$ cat src/uvs_pkg.sv
// Shared types and vertex slot codes for the UV sphere cell vertex generator.
package uvs_pkg;

  // vertex order within a cell: a b c d c b
  localparam logic [2:0] SLOT_A  = 3'd0;
  localparam logic [2:0] SLOT_B  = 3'd1;
  localparam logic [2:0] SLOT_C  = 3'd2;
  localparam logic [2:0] SLOT_D  = 3'd3;
  localparam logic [2:0] SLOT_C2 = 3'd4;
  localparam logic [2:0] SLOT_B2 = 3'd5;

  // one vertex request: grid corner, angle steps and texcoord numerators
  typedef struct packed {
    logic [2:0]        slot;
    logic [8:0]        row;
    logic [9:0]        col;
    logic [8:0]        u;
    logic signed [9:0] v;
  } vtx_t;

  // trig factors and finished texcoords for one vertex
  typedef struct packed {
    logic [2:0]         slot;
    logic signed [15:0] cl;
    logic signed [15:0] sl;
    logic signed [15:0] cg;
    logic signed [15:0] sg;
    logic [15:0]        tu;
    logic [15:0]        tv;
  } trig_t;

endpackage

$ cat src/uvs_cell_expand.sv
// Holds one grid cell and issues its six vertex requests, one per cycle while out_ready is high.
module uvs_cell_expand
  import uvs_pkg::*;
#(
  parameter int DIVISIONS = 16
) (
  input  logic       clk,
  input  logic       rst,
  input  logic       in_valid,
  output logic       in_ready,
  input  logic [7:0] lat_index,
  input  logic [7:0] lon_index,
  output logic       out_valid,
  input  logic       out_ready,
  output vtx_t       out_vtx
);

  logic       busy;
  logic [7:0] lat;
  logic [7:0] lon;
  logic [2:0] slot;
  logic       hi_row;
  logic       hi_col;
  logic       in_fire;

  // the last slot leaving frees the holder for the next cell in the same cycle
  assign in_ready  = !busy || (out_ready && slot == SLOT_B2);
  assign in_fire   = in_valid && in_ready;
  assign out_valid = busy;

  always_ff @(posedge clk) begin
    if (rst) begin
      busy <= 1'b0;
      slot <= SLOT_A;
    end else if (in_fire) begin
      busy <= 1'b1;
      slot <= SLOT_A;
    end else if (busy && out_ready) begin
      if (slot == SLOT_B2) begin
        busy <= 1'b0;
      end else begin
        slot <= slot + 3'd1;
      end
    end
  end

  always_ff @(posedge clk) begin
    if (in_fire) begin
      lat <= lat_index;
      lon <= lon_index;
    end
  end

  always_comb begin
    unique case (slot) inside
      SLOT_A: begin
        hi_row = 1'b0;
        hi_col = 1'b0;
      end
      SLOT_B, SLOT_B2: begin
        hi_row = 1'b1;
        hi_col = 1'b0;
      end
      SLOT_C, SLOT_C2: begin
        hi_row = 1'b0;
        hi_col = 1'b1;
      end
      SLOT_D: begin
        hi_row = 1'b1;
        hi_col = 1'b1;
      end
      default: begin
        hi_row = 1'b0;
        hi_col = 1'b0;
      end
    endcase
  end

  always_comb begin
    out_vtx.slot = slot;
    out_vtx.row  = {1'b0, lat} + 9'(hi_row);
    out_vtx.col  = {1'b0, lon, 1'b0} + (hi_col ? 10'd2 : 10'd0);
    out_vtx.u    = {1'b0, lon} + 9'(hi_col);
    // v numerator: N - i + 1 on the low row, N - i on the high row
    out_vtx.v    = $signed(10'(DIVISIONS + 1) - 10'(lat) - 10'(hi_row));
  end

`ifndef SYNTHESIS
  a_slot_range: assert property (@(posedge clk) disable iff (rst)
    busy |-> slot <= SLOT_B2)
    else $error("vertex slot out of range");

  a_new_cell: assert property (@(posedge clk) disable iff (rst)
    in_fire |=> busy && slot == SLOT_A)
    else $error("accepted cell does not start at slot a");

  a_slot_step: assert property (@(posedge clk) disable iff (rst)
    (busy && out_ready && slot != SLOT_B2) |=> busy && slot == $past(slot) + 3'd1)
    else $error("vertex slot skipped or repeated");
`endif

endmodule

$ cat src/uvs_angle.sv
// Angle reduction, sine/cosine table lookup and texcoord scaling, four stages.
module uvs_angle
  import uvs_pkg::*;
#(
  parameter int DIVISIONS = 16
) (
  input  logic  clk,
  input  logic  rst,
  input  logic  in_valid,
  output logic  in_ready,
  input  vtx_t  in_vtx,
  output logic  out_valid,
  input  logic  out_ready,
  output trig_t out_trig
);

  localparam int TURN = 2 * DIVISIONS;
  localparam int HALF = DIVISIONS / 2;
  localparam int KW   = $clog2(TURN);
  localparam int AW   = $clog2(HALF + 1);
  // exact reciprocals: angle steps stay below 2^10, texcoord dividends below 2^25
  localparam logic [20:0] MOD_RECIP = 21'(((64'd1 << 20) + TURN - 1) / TURN);
  localparam logic [32:0] TEX_RECIP = 33'(((64'd1 << 35) + TURN - 1) / TURN);
  localparam logic [15:0] N16       = 16'(DIVISIONS);
  localparam logic [9:0]  TURN10    = 10'(TURN);
  localparam logic [63:0] PI_Q30    = 64'd3373259426;
  localparam logic signed [63:0] ONE_Q30 = 64'sd1 << 30;

  typedef struct packed {
    logic          ns;
    logic          nc;
    logic [AW-1:0] a;
  } fold_t;

  function automatic logic [63:0] sin_div(logic [63:0] x, int n);
    case (n)
      1:       return x / 64'd6;
      2:       return x / 64'd20;
      3:       return x / 64'd42;
      4:       return x / 64'd72;
      5:       return x / 64'd110;
      6:       return x / 64'd156;
      7:       return x / 64'd210;
      8:       return x / 64'd272;
      9:       return x / 64'd342;
      10:      return x / 64'd420;
      11:      return x / 64'd506;
      default: return x / 64'd600;
    endcase
  endfunction

  function automatic logic [63:0] cos_div(logic [63:0] x, int n);
    case (n)
      1:       return x / 64'd2;
      2:       return x / 64'd12;
      3:       return x / 64'd30;
      4:       return x / 64'd56;
      5:       return x / 64'd90;
      6:       return x / 64'd132;
      7:       return x / 64'd182;
      8:       return x / 64'd240;
      9:       return x / 64'd306;
      10:      return x / 64'd380;
      11:      return x / 64'd462;
      default: return x / 64'd552;
    endcase
  endfunction

  function automatic logic [15:0] to_q14(logic signed [63:0] s);
    logic signed [63:0] c;
    c = s;
    if (c < 0) c = 0;
    if (c > ONE_Q30) c = ONE_Q30;
    c = (c + 64'sd32768) >>> 16;
    return c[15:0];
  endfunction

  // Taylor series in Q30 over the first quadrant; returns {sin, cos} in Q1.14
  function automatic logic [31:0] quarter_wave(logic [63:0] ang);
    logic [63:0]        sq;
    logic [63:0]        ts;
    logic [63:0]        tc;
    logic signed [63:0] ss;
    logic signed [63:0] cs;
    sq = (ang * ang) >> 30;
    ts = ang;
    tc = 64'(ONE_Q30);
    ss = $signed(ang);
    cs = ONE_Q30;
    for (int n = 1; n <= 12; n++) begin
      ts = sin_div((ts * sq) >> 30, n);
      tc = cos_div((tc * sq) >> 30, n);
      if ((n & 1) != 0) begin
        ss = ss - $signed(ts);
        cs = cs - $signed(tc);
      end else begin
        ss = ss + $signed(ts);
        cs = cs + $signed(tc);
      end
    end
    return {to_q14(ss), to_q14(cs)};
  endfunction

  // fold a step index of the full turn into the quarter table plus signs
  function automatic fold_t fold(logic [KW-1:0] k);
    fold_t        f;
    logic [KW-1:0] a;
    a    = k;
    f.ns = 1'b0;
    f.nc = 1'b0;
    if (k >= KW'(DIVISIONS)) begin
      a    = k - KW'(DIVISIONS);
      f.ns = 1'b1;
      f.nc = 1'b1;
    end
    if ({a, 1'b0} > (KW + 1)'(DIVISIONS)) begin
      a    = KW'(DIVISIONS) - a;
      f.nc = !f.nc;
    end
    f.a = a[AW-1:0];
    return f;
  endfunction

  logic signed [15:0] qsin [HALF+1];
  logic signed [15:0] qcos [HALF+1];

  for (genvar g = 0; g <= HALF; g++) begin : g_qtab
    localparam logic [31:0] ENT = quarter_wave((PI_Q30 * 64'(g)) / DIVISIONS);
    assign qsin[g] = $signed(ENT[31:16]);
    assign qcos[g] = $signed(ENT[15:0]);
  end

  logic [3:0] vld;
  logic [3:0] en;

  always_comb begin
    en[3] = !vld[3] || out_ready;
    en[2] = !vld[2] || en[3];
    en[1] = !vld[1] || en[2];
    en[0] = !vld[0] || en[1];
  end

  assign in_ready  = en[0];
  assign out_valid = vld[3];

  always_ff @(posedge clk) begin
    if (rst) begin
      vld <= '0;
    end else begin
      if (en[0]) vld[0] <= in_valid;
      if (en[1]) vld[1] <= vld[0];
      if (en[2]) vld[2] <= vld[1];
      if (en[3]) vld[3] <= vld[2];
    end
  end

  // stage A: quotients by the turn length through reciprocal multiplies
  logic [30:0] prod_row;
  logic [30:0] prod_col;
  logic [57:0] prod_tu;
  logic [57:0] prod_tv;
  vtx_t        a_vtx;
  logic [10:0] a_qrow;
  logic [10:0] a_qcol;
  logic [15:0] a_tqu;
  logic [15:0] a_tqv;

  assign prod_row = 31'(in_vtx.row) * 31'(MOD_RECIP);
  assign prod_col = 31'(in_vtx.col) * 31'(MOD_RECIP);
  // (num * 2^16 + N) / 2N; N < 2^16 so the sum is a concatenation
  assign prod_tu  = 58'({in_vtx.u, N16}) * 58'(TEX_RECIP);
  assign prod_tv  = 58'({in_vtx.v[8:0], N16}) * 58'(TEX_RECIP);

  always_ff @(posedge clk) begin
    if (en[0]) begin
      a_vtx  <= in_vtx;
      a_qrow <= prod_row[30:20];
      a_qcol <= prod_col[30:20];
      a_tqu  <= prod_tu[50:35];
      a_tqv  <= prod_tv[50:35];
    end
  end

  // stage B: remainders and texcoord clamps
  logic [10:0]   krow_full;
  logic [10:0]   kcol_full;
  logic [15:0]   tu_next;
  logic [15:0]   tv_next;
  logic [2:0]    b_slot;
  logic [KW-1:0] b_krow;
  logic [KW-1:0] b_kcol;
  logic [15:0]   b_tu;
  logic [15:0]   b_tv;

  assign krow_full = 11'(a_vtx.row) - a_qrow * 11'(TURN);
  assign kcol_full = 11'(a_vtx.col) - a_qcol * 11'(TURN);

  always_comb begin
    if (a_vtx.u == 9'd0) begin
      tu_next = 16'd0;
    end else if (10'(a_vtx.u) >= TURN10) begin
      tu_next = 16'hFFFF;
    end else begin
      tu_next = a_tqu;
    end
    if (a_vtx.v <= 10'sd0) begin
      tv_next = 16'd0;
    end else if (10'(a_vtx.v[8:0]) >= TURN10) begin
      tv_next = 16'hFFFF;
    end else begin
      tv_next = a_tqv;
    end
  end

  always_ff @(posedge clk) begin
    if (en[1]) begin
      b_slot <= a_vtx.slot;
      b_krow <= krow_full[KW-1:0];
      b_kcol <= kcol_full[KW-1:0];
      b_tu   <= tu_next;
      b_tv   <= tv_next;
    end
  end

  // stage C: quadrant fold
  logic [2:0]  c_slot;
  fold_t       c_row;
  fold_t       c_col;
  logic [15:0] c_tu;
  logic [15:0] c_tv;

  always_ff @(posedge clk) begin
    if (en[2]) begin
      c_slot <= b_slot;
      c_row  <= fold(b_krow);
      c_col  <= fold(b_kcol);
      c_tu   <= b_tu;
      c_tv   <= b_tv;
    end
  end

  // stage D: table lookup and sign restore
  logic signed [15:0] rs;
  logic signed [15:0] rc;
  logic signed [15:0] gs;
  logic signed [15:0] gc;
  trig_t              trig_next;

  always_comb begin
    rs = qsin[c_row.a];
    rc = qcos[c_row.a];
    gs = qsin[c_col.a];
    gc = qcos[c_col.a];
    trig_next.slot = c_slot;
    trig_next.cl   = c_row.ns ? -rs : rs;
    // sin(lat) is minus the cosine of the row step
    trig_next.sl   = c_row.nc ? rc : -rc;
    trig_next.cg   = c_col.nc ? -gc : gc;
    trig_next.sg   = c_col.ns ? -gs : gs;
    trig_next.tu   = c_tu;
    trig_next.tv   = c_tv;
  end

  always_ff @(posedge clk) begin
    if (en[3]) begin
      out_trig <= trig_next;
    end
  end

endmodule

$ cat src/uvs_pos.sv
// Position products, rounding and saturation, with the output register.
module uvs_pos
  import uvs_pkg::*;
(
  input  logic        clk,
  input  logic        rst,
  input  logic        in_valid,
  output logic        in_ready,
  input  trig_t       in_trig,
  input  logic [14:0] radius,
  output logic        out_valid,
  input  logic        out_ready,
  output logic [2:0]  out_slot,
  output logic [15:0] pos_x,
  output logic [15:0] pos_y,
  output logic [15:0] pos_z,
  output logic [15:0] tex_u,
  output logic [15:0] tex_v,
  output logic        last_vertex
);

  // round half away from zero by sh bits, then saturate to signed 16 bits
  function automatic logic [15:0] round_sat(logic signed [47:0] p, int sh);
    logic [47:0] m;
    logic [47:0] half;
    m    = p[47] ? 48'(-p) : 48'(p);
    half = 48'd1 << (sh - 1);
    m    = (m + half) >> sh;
    if (p[47]) begin
      return (m > 48'd32768) ? 16'h8000 : 16'(-m);
    end
    return (m > 48'd32767) ? 16'h7FFF : m[15:0];
  endfunction

  logic [2:0] vld;
  logic [2:0] en;

  always_comb begin
    en[2] = !vld[2] || out_ready;
    en[1] = !vld[1] || en[2];
    en[0] = !vld[0] || en[1];
  end

  assign in_ready  = en[0];
  assign out_valid = vld[2];

  always_ff @(posedge clk) begin
    if (rst) begin
      vld <= '0;
    end else begin
      if (en[0]) vld[0] <= in_valid;
      if (en[1]) vld[1] <= vld[0];
      if (en[2]) vld[2] <= vld[1];
    end
  end

  // stage 1: radius times the latitude factors
  logic signed [15:0] rad_s;
  logic [2:0]         p1_slot;
  logic signed [31:0] p1_rcl;
  logic signed [31:0] p1_rsl;
  logic signed [15:0] p1_cg;
  logic signed [15:0] p1_sg;
  logic [15:0]        p1_tu;
  logic [15:0]        p1_tv;

  assign rad_s = $signed({1'b0, radius});

  always_ff @(posedge clk) begin
    if (en[0]) begin
      p1_slot <= in_trig.slot;
      p1_rcl  <= rad_s * in_trig.cl;
      p1_rsl  <= rad_s * in_trig.sl;
      p1_cg   <= in_trig.cg;
      p1_sg   <= in_trig.sg;
      p1_tu   <= in_trig.tu;
      p1_tv   <= in_trig.tv;
    end
  end

  // stage 2: times the longitude factors
  logic [2:0]         p2_slot;
  logic signed [47:0] p2_px;
  logic signed [47:0] p2_pz;
  logic signed [31:0] p2_rsl;
  logic [15:0]        p2_tu;
  logic [15:0]        p2_tv;

  always_ff @(posedge clk) begin
    if (en[1]) begin
      p2_slot <= p1_slot;
      p2_px   <= 48'(p1_rcl) * 48'(p1_cg);
      p2_pz   <= 48'(p1_rcl) * 48'(p1_sg);
      p2_rsl  <= p1_rsl;
      p2_tu   <= p1_tu;
      p2_tv   <= p1_tv;
    end
  end

  // stage 3: back to Q8.8 into the output register
  always_ff @(posedge clk) begin
    if (en[2]) begin
      out_slot    <= p2_slot;
      pos_x       <= round_sat(p2_px, 28);
      pos_y       <= round_sat(48'(p2_rsl), 14);
      pos_z       <= round_sat(p2_pz, 28);
      tex_u       <= p2_tu;
      tex_v       <= p2_tv;
      last_vertex <= (p2_slot == SLOT_B2);
    end
  end

endmodule

$ cat src/uv_sphere_cell_vertices_core.sv
// UV sphere cell vertex generator: one grid cell in, six vertices (two triangles) out.
// Throughput: one vertex per cycle unless the output stalls, set by the single vertex output.
// A new cell can be taken in the same cycle as the previous cell's last vertex leaves the cell holder.
// Pipeline: cell holder, 4 angle/table stages, 3 multiply/round stages ending in the output register.
// Reset clears all valid bits and sets the radius to 1.0; there is no clearing pass.
module uv_sphere_cell_vertices_core
  import uvs_pkg::*;
#(
  parameter int DIVISIONS = 16
) (
  input  logic        clk,
  input  logic        rst,
  input  logic        s_axis_tvalid,
  output logic        s_axis_tready,
  input  logic [15:0] s_axis_tdata,   // lat_index[7:0], lon_index[15:8]
  output logic        m_axis_tvalid,
  input  logic        m_axis_tready,
  output logic [79:0] m_axis_tdata,   // pos_x, pos_y, pos_z, tex_u, tex_v (16 bits each)
  output logic [2:0]  m_axis_tuser,   // vertex_slot
  output logic        m_axis_tlast,   // last_vertex
  input  logic        cfg_valid,
  output logic        cfg_ready,
  input  logic [14:0] cfg_data
);

  logic [14:0] sphere_radius;

  assign cfg_ready = 1'b1;

  always_ff @(posedge clk) begin
    if (rst) begin
      sphere_radius <= 15'd256;
    end else if (cfg_valid && cfg_ready) begin
      sphere_radius <= cfg_data;
    end
  end

  logic  vtx_valid;
  logic  vtx_ready;
  vtx_t  vtx;
  logic  trig_valid;
  logic  trig_ready;
  trig_t trig;

  logic [15:0] pos_x;
  logic [15:0] pos_y;
  logic [15:0] pos_z;
  logic [15:0] tex_u;
  logic [15:0] tex_v;

  uvs_cell_expand #(
    .DIVISIONS (DIVISIONS)
  ) u_expand (
    .clk       (clk),
    .rst       (rst),
    .in_valid  (s_axis_tvalid),
    .in_ready  (s_axis_tready),
    .lat_index (s_axis_tdata[7:0]),
    .lon_index (s_axis_tdata[15:8]),
    .out_valid (vtx_valid),
    .out_ready (vtx_ready),
    .out_vtx   (vtx)
  );

  uvs_angle #(
    .DIVISIONS (DIVISIONS)
  ) u_angle (
    .clk       (clk),
    .rst       (rst),
    .in_valid  (vtx_valid),
    .in_ready  (vtx_ready),
    .in_vtx    (vtx),
    .out_valid (trig_valid),
    .out_ready (trig_ready),
    .out_trig  (trig)
  );

  uvs_pos u_pos (
    .clk         (clk),
    .rst         (rst),
    .in_valid    (trig_valid),
    .in_ready    (trig_ready),
    .in_trig     (trig),
    .radius      (sphere_radius),
    .out_valid   (m_axis_tvalid),
    .out_ready   (m_axis_tready),
    .out_slot    (m_axis_tuser),
    .pos_x       (pos_x),
    .pos_y       (pos_y),
    .pos_z       (pos_z),
    .tex_u       (tex_u),
    .tex_v       (tex_v),
    .last_vertex (m_axis_tlast)
  );

  assign m_axis_tdata = {tex_v, tex_u, pos_z, pos_y, pos_x};

endmodule
$ cat config.mk
export PLATFORM = sky130hd
export DESIGN_NAME = uv_sphere_cell_vertices_core
export DESIGN_NICKNAME = d
export VERILOG_FILES = /design/src/uvs_pkg.sv /design/src/uvs_cell_expand.sv /design/src/uvs_angle.sv /design/src/uvs_pos.sv /design/src/uv_sphere_cell_vertices_core.sv
export SDC_FILE = /design/constraint.sdc
export NUM_CORES = 2
export LEC_CHECK = 0
export BUFFER_PORTS_ARGS = -buffer_cell sky130_fd_sc_hd__buf_2
export CORE_MARGIN = 3
export CORE_UTILIZATION = 55
export DETAILED_ROUTE_END_ITERATION = 10
export HOLD_SLACK_MARGIN = 0.06
export PLACE_DENSITY = 0.71
export SYNTH_ARGS = -nofsm -noshare
export SYNTH_HDL_FRONTEND = slang
export SYNTH_HIERARCHICAL = 1
export SYNTH_SLANG_ARGS = --single-unit
$ cat constraint.sdc
create_clock -name clk -period 10.4 [get_ports clk]
set_input_delay 2.08 -clock clk [delete_from_list [all_inputs] [get_ports clk]]
set_output_delay 2.08 -clock clk [all_outputs]
set_load 0.03 [all_outputs]
==> flow_summary.json <==
{
  "outcome": "finished clean",
  "grt_pass1_wl_mm": 310.8,
  "syn_area_um2": 78460,
  "cp_max_fo": 17,
  "antenna_found_initial": 0,
  "setup_tns_ns": 0,
  "period_share": 0.7857,
  "ioPinCount": 123,
  "ctsHoldBuffers": 0,
  "cp_slowest_cell": "edfxtp_1",
  "area_growth_pct": 5.537,
  "setup_viol": 0,
  "rsz0062_at_grt": "no",
  "numCtsBuffers": 69,
  "grt_pass1_vias": 58978,
  "clock_latency_ns": 0.69,
  "postPlaceCellArea_um2": 80400,
  "period_minus_slack_ns": 8.171,
  "syn-num-nets": 9890,
  "startpoint": "u_pos/p1_rcl[3]$_DFFE_PP_",
  "maxSlewViolCount": 0,
  "hold_end": "u_angle/c_tu[13]$_DFFE_PP_",
  "r2r_setup_slack_ns": 2.23,
  "met1_usage": 0.3542,
  "drive_gt1_frac": 0.05340,
  "met3_usage": 0.04572,
  "yosysWarnings": 6,
  "wire_per_inst_um": 19.10,
  "die_h_um": 383.7,
  "syn_inst": 8010,
  "grt_use_met2": 0.4382,
  "io_buffers": 121,
  "path_class": "flop to flop",
  "place_congestion": 0.9090,
  "clk_pin_slew_worst_paths_ns": 0.06,
  "min_path_cells": 0,
  "cp.arrival_ns": 8.59,
  "cts_max_level": 3,
  "path_delay_family": "adder cells",
  "fp.dieW_um": 383.7,
  "core_area_um2": 140600,
  "vias": 54900,
  "utilization": 0.5891,
  "path_common_cell": "fa_1",
  "viasPerCell": 5.592,
  "cap_violations": 0,
  "clock-root-buffer": "clkbuf_16",
  "hpwl_mm": 141.4,
  "grt_overflow": 0,
  "cts_setup_buffers": 0,
  "cts.repair.resized": 0,
  "grt_usage": 0.2642,
  "drc": 0,
  "grt.busiest_layer": "met2",
  "firstDrtPassIters": 6,
  "start_util": 0.5582,
  "min_path_type": "flop to flop",
  "avgSynthCellArea_um2": 9.795,
  "rows": 137,
  "maxClockFrequency_mhz": 122.4,
  "final_antenna_net_count": 0,
  "cp-end-kind": "flop",
  "reg2reg_from": "u_pos/p1_rcl[3]$_DFFE_PP_",
  "cts_buffer_depth": 3,
  "worst-path-buf-inv": 6,
  "slew_headroom": 0.1925,
  "fin_skew_ns": 0.04408,
  "reg2reg_to": "u_pos/p2_pz[42]$_DFFE_PP_",
  "timing_hold_violations_final": 0,
  "worst_pin_slew_ns": 1.211,
  "finalNetCount": 9763,
  "min_from": "u_angle/b_tu[13]$_SDFFCE_PN0P_",
  "drt-initial-drc-count": 3930,
  "die_area_um2": 147200,
  "clock_sinks": 583,
  "critPathRequiredTime_ns": 10.82,
  "drt_wl_total_mm": 187.5,
  "crit_path_start_kind": "flop",
  "cts_tree": "done",
  "n_fill_cell": 11866,
  "design_area_um2": 82800,
  "r2r_cells": 25,
  "max_stage_delay_ns": 0.97,
  "grt_max_degree": 69
}
## final cells by class
cell class,count,area [µm²],share of cell area
diodes,1,2.502,0.00003022
clock buffers,84,1803,0.02177
clock inverters,44,599.3,0.007238
inverters,1614,6067,0.07327
multi-input cells,5405,53460,0.6456
flip-flops and latches,583,17250,0.2083
well taps,1876,2347,0.02835
repair buffers,210,1274,0.01538
## worst reg2reg max path, stage by stage (launching register included)
cell and delay (ns):
edfxtp_1 0.97, buf_4 0.38, nand2_1 0.10, fa_1 0.55
inv_1 0.06, fa_1 0.38, inv_1 0.07, fa_1 0.41
inv_1 0.09, fa_1 0.41, fa_1 0.49, inv_1 0.05
fa_1 0.47, inv_1 0.04, ha_1 0.35, a211o_1 0.33
a31o_2 0.22, a2111oi_0 0.55, a211oi_1 0.16, o221a_2 0.28
a311o_1 0.40, a21o_1 0.25, a21oi_1 0.31, a21oi_1 0.17
a31o_2 0.28, xor2_1 0.13
## cells in the final DEF, fill, tap and decap left out, drive strengths merged, types with 43 or more instances in the layout
cell type	count
xor2	76
clkbuf	84
nand2	1027
nand2b	84
fa	1332
nor3	84
nor2b	55
nand3	72
a21o	62
and2	596
a21oi	202
xnor2	208
inv	1620
edfxtp	557
nor2	299
buf	210
o21ai	144
nor4	43
ha	512
## stage by stage
| step | cells | worst slack [ns] | hold slack [ns] |
|---|---|---|---|
| after floorplan | 8010 | 1.217 | 0.4003 |
| after global placement | 9688 | 2.475 | 0.4007 |
| after detailed placement | 9688 | 2.332 | 0.4045 |
| after CTS | 9816 | 2.307 | 0.4060 |
| after global routing | 9816 | 1.740 | 0.4151 |
| final | 9817 | 2.229 | 0.4076 |
## state kept, by name, summed over array words and instances (netlist names), 32 cells and up
signal,count
u_pos/p2_pz,48
u_angle/a_vtx,32
u_pos/p1_rsl,32
u_pos/p2_px,48
u_pos/p2_rsl,32
u_angle/out_trig,79
u_pos/p1_rcl,32
## worst max-delay path by stage
stage	to	cells past startpoint	slack [ns]
after global routing	u_pos/p2_pz[42]$_DFFE_PP_	25	1.74
after global placement	u_pos/p2_pz[42]$_DFFE_PP_	25	2.48
after detailed placement	u_pos/p2_pz[42]$_DFFE_PP_	25	2.33
after CTS	u_pos/p2_pz[42]$_DFFE_PP_	25	2.31
final	u_pos/p2_pz[42]$_DFFE_PP_	25	2.23
after floorplan	s_axis_tready	8	1.22
## per-layer routing
| metal | up-vias | part of all wire |
|---|---|---|
| met2 | 2090 | 0.48 |
| met1 | 27676 | 0.41 |
| met3 | 418 | 0.077 |
| li1 | 24716 | - |
| met4 | 0 | 0.034 |
| met5 | - | 0 |
Power is left out: the tool's default activity adds up to more than one toggle a clock period on the data nets, which glitch-free logic cannot reach.
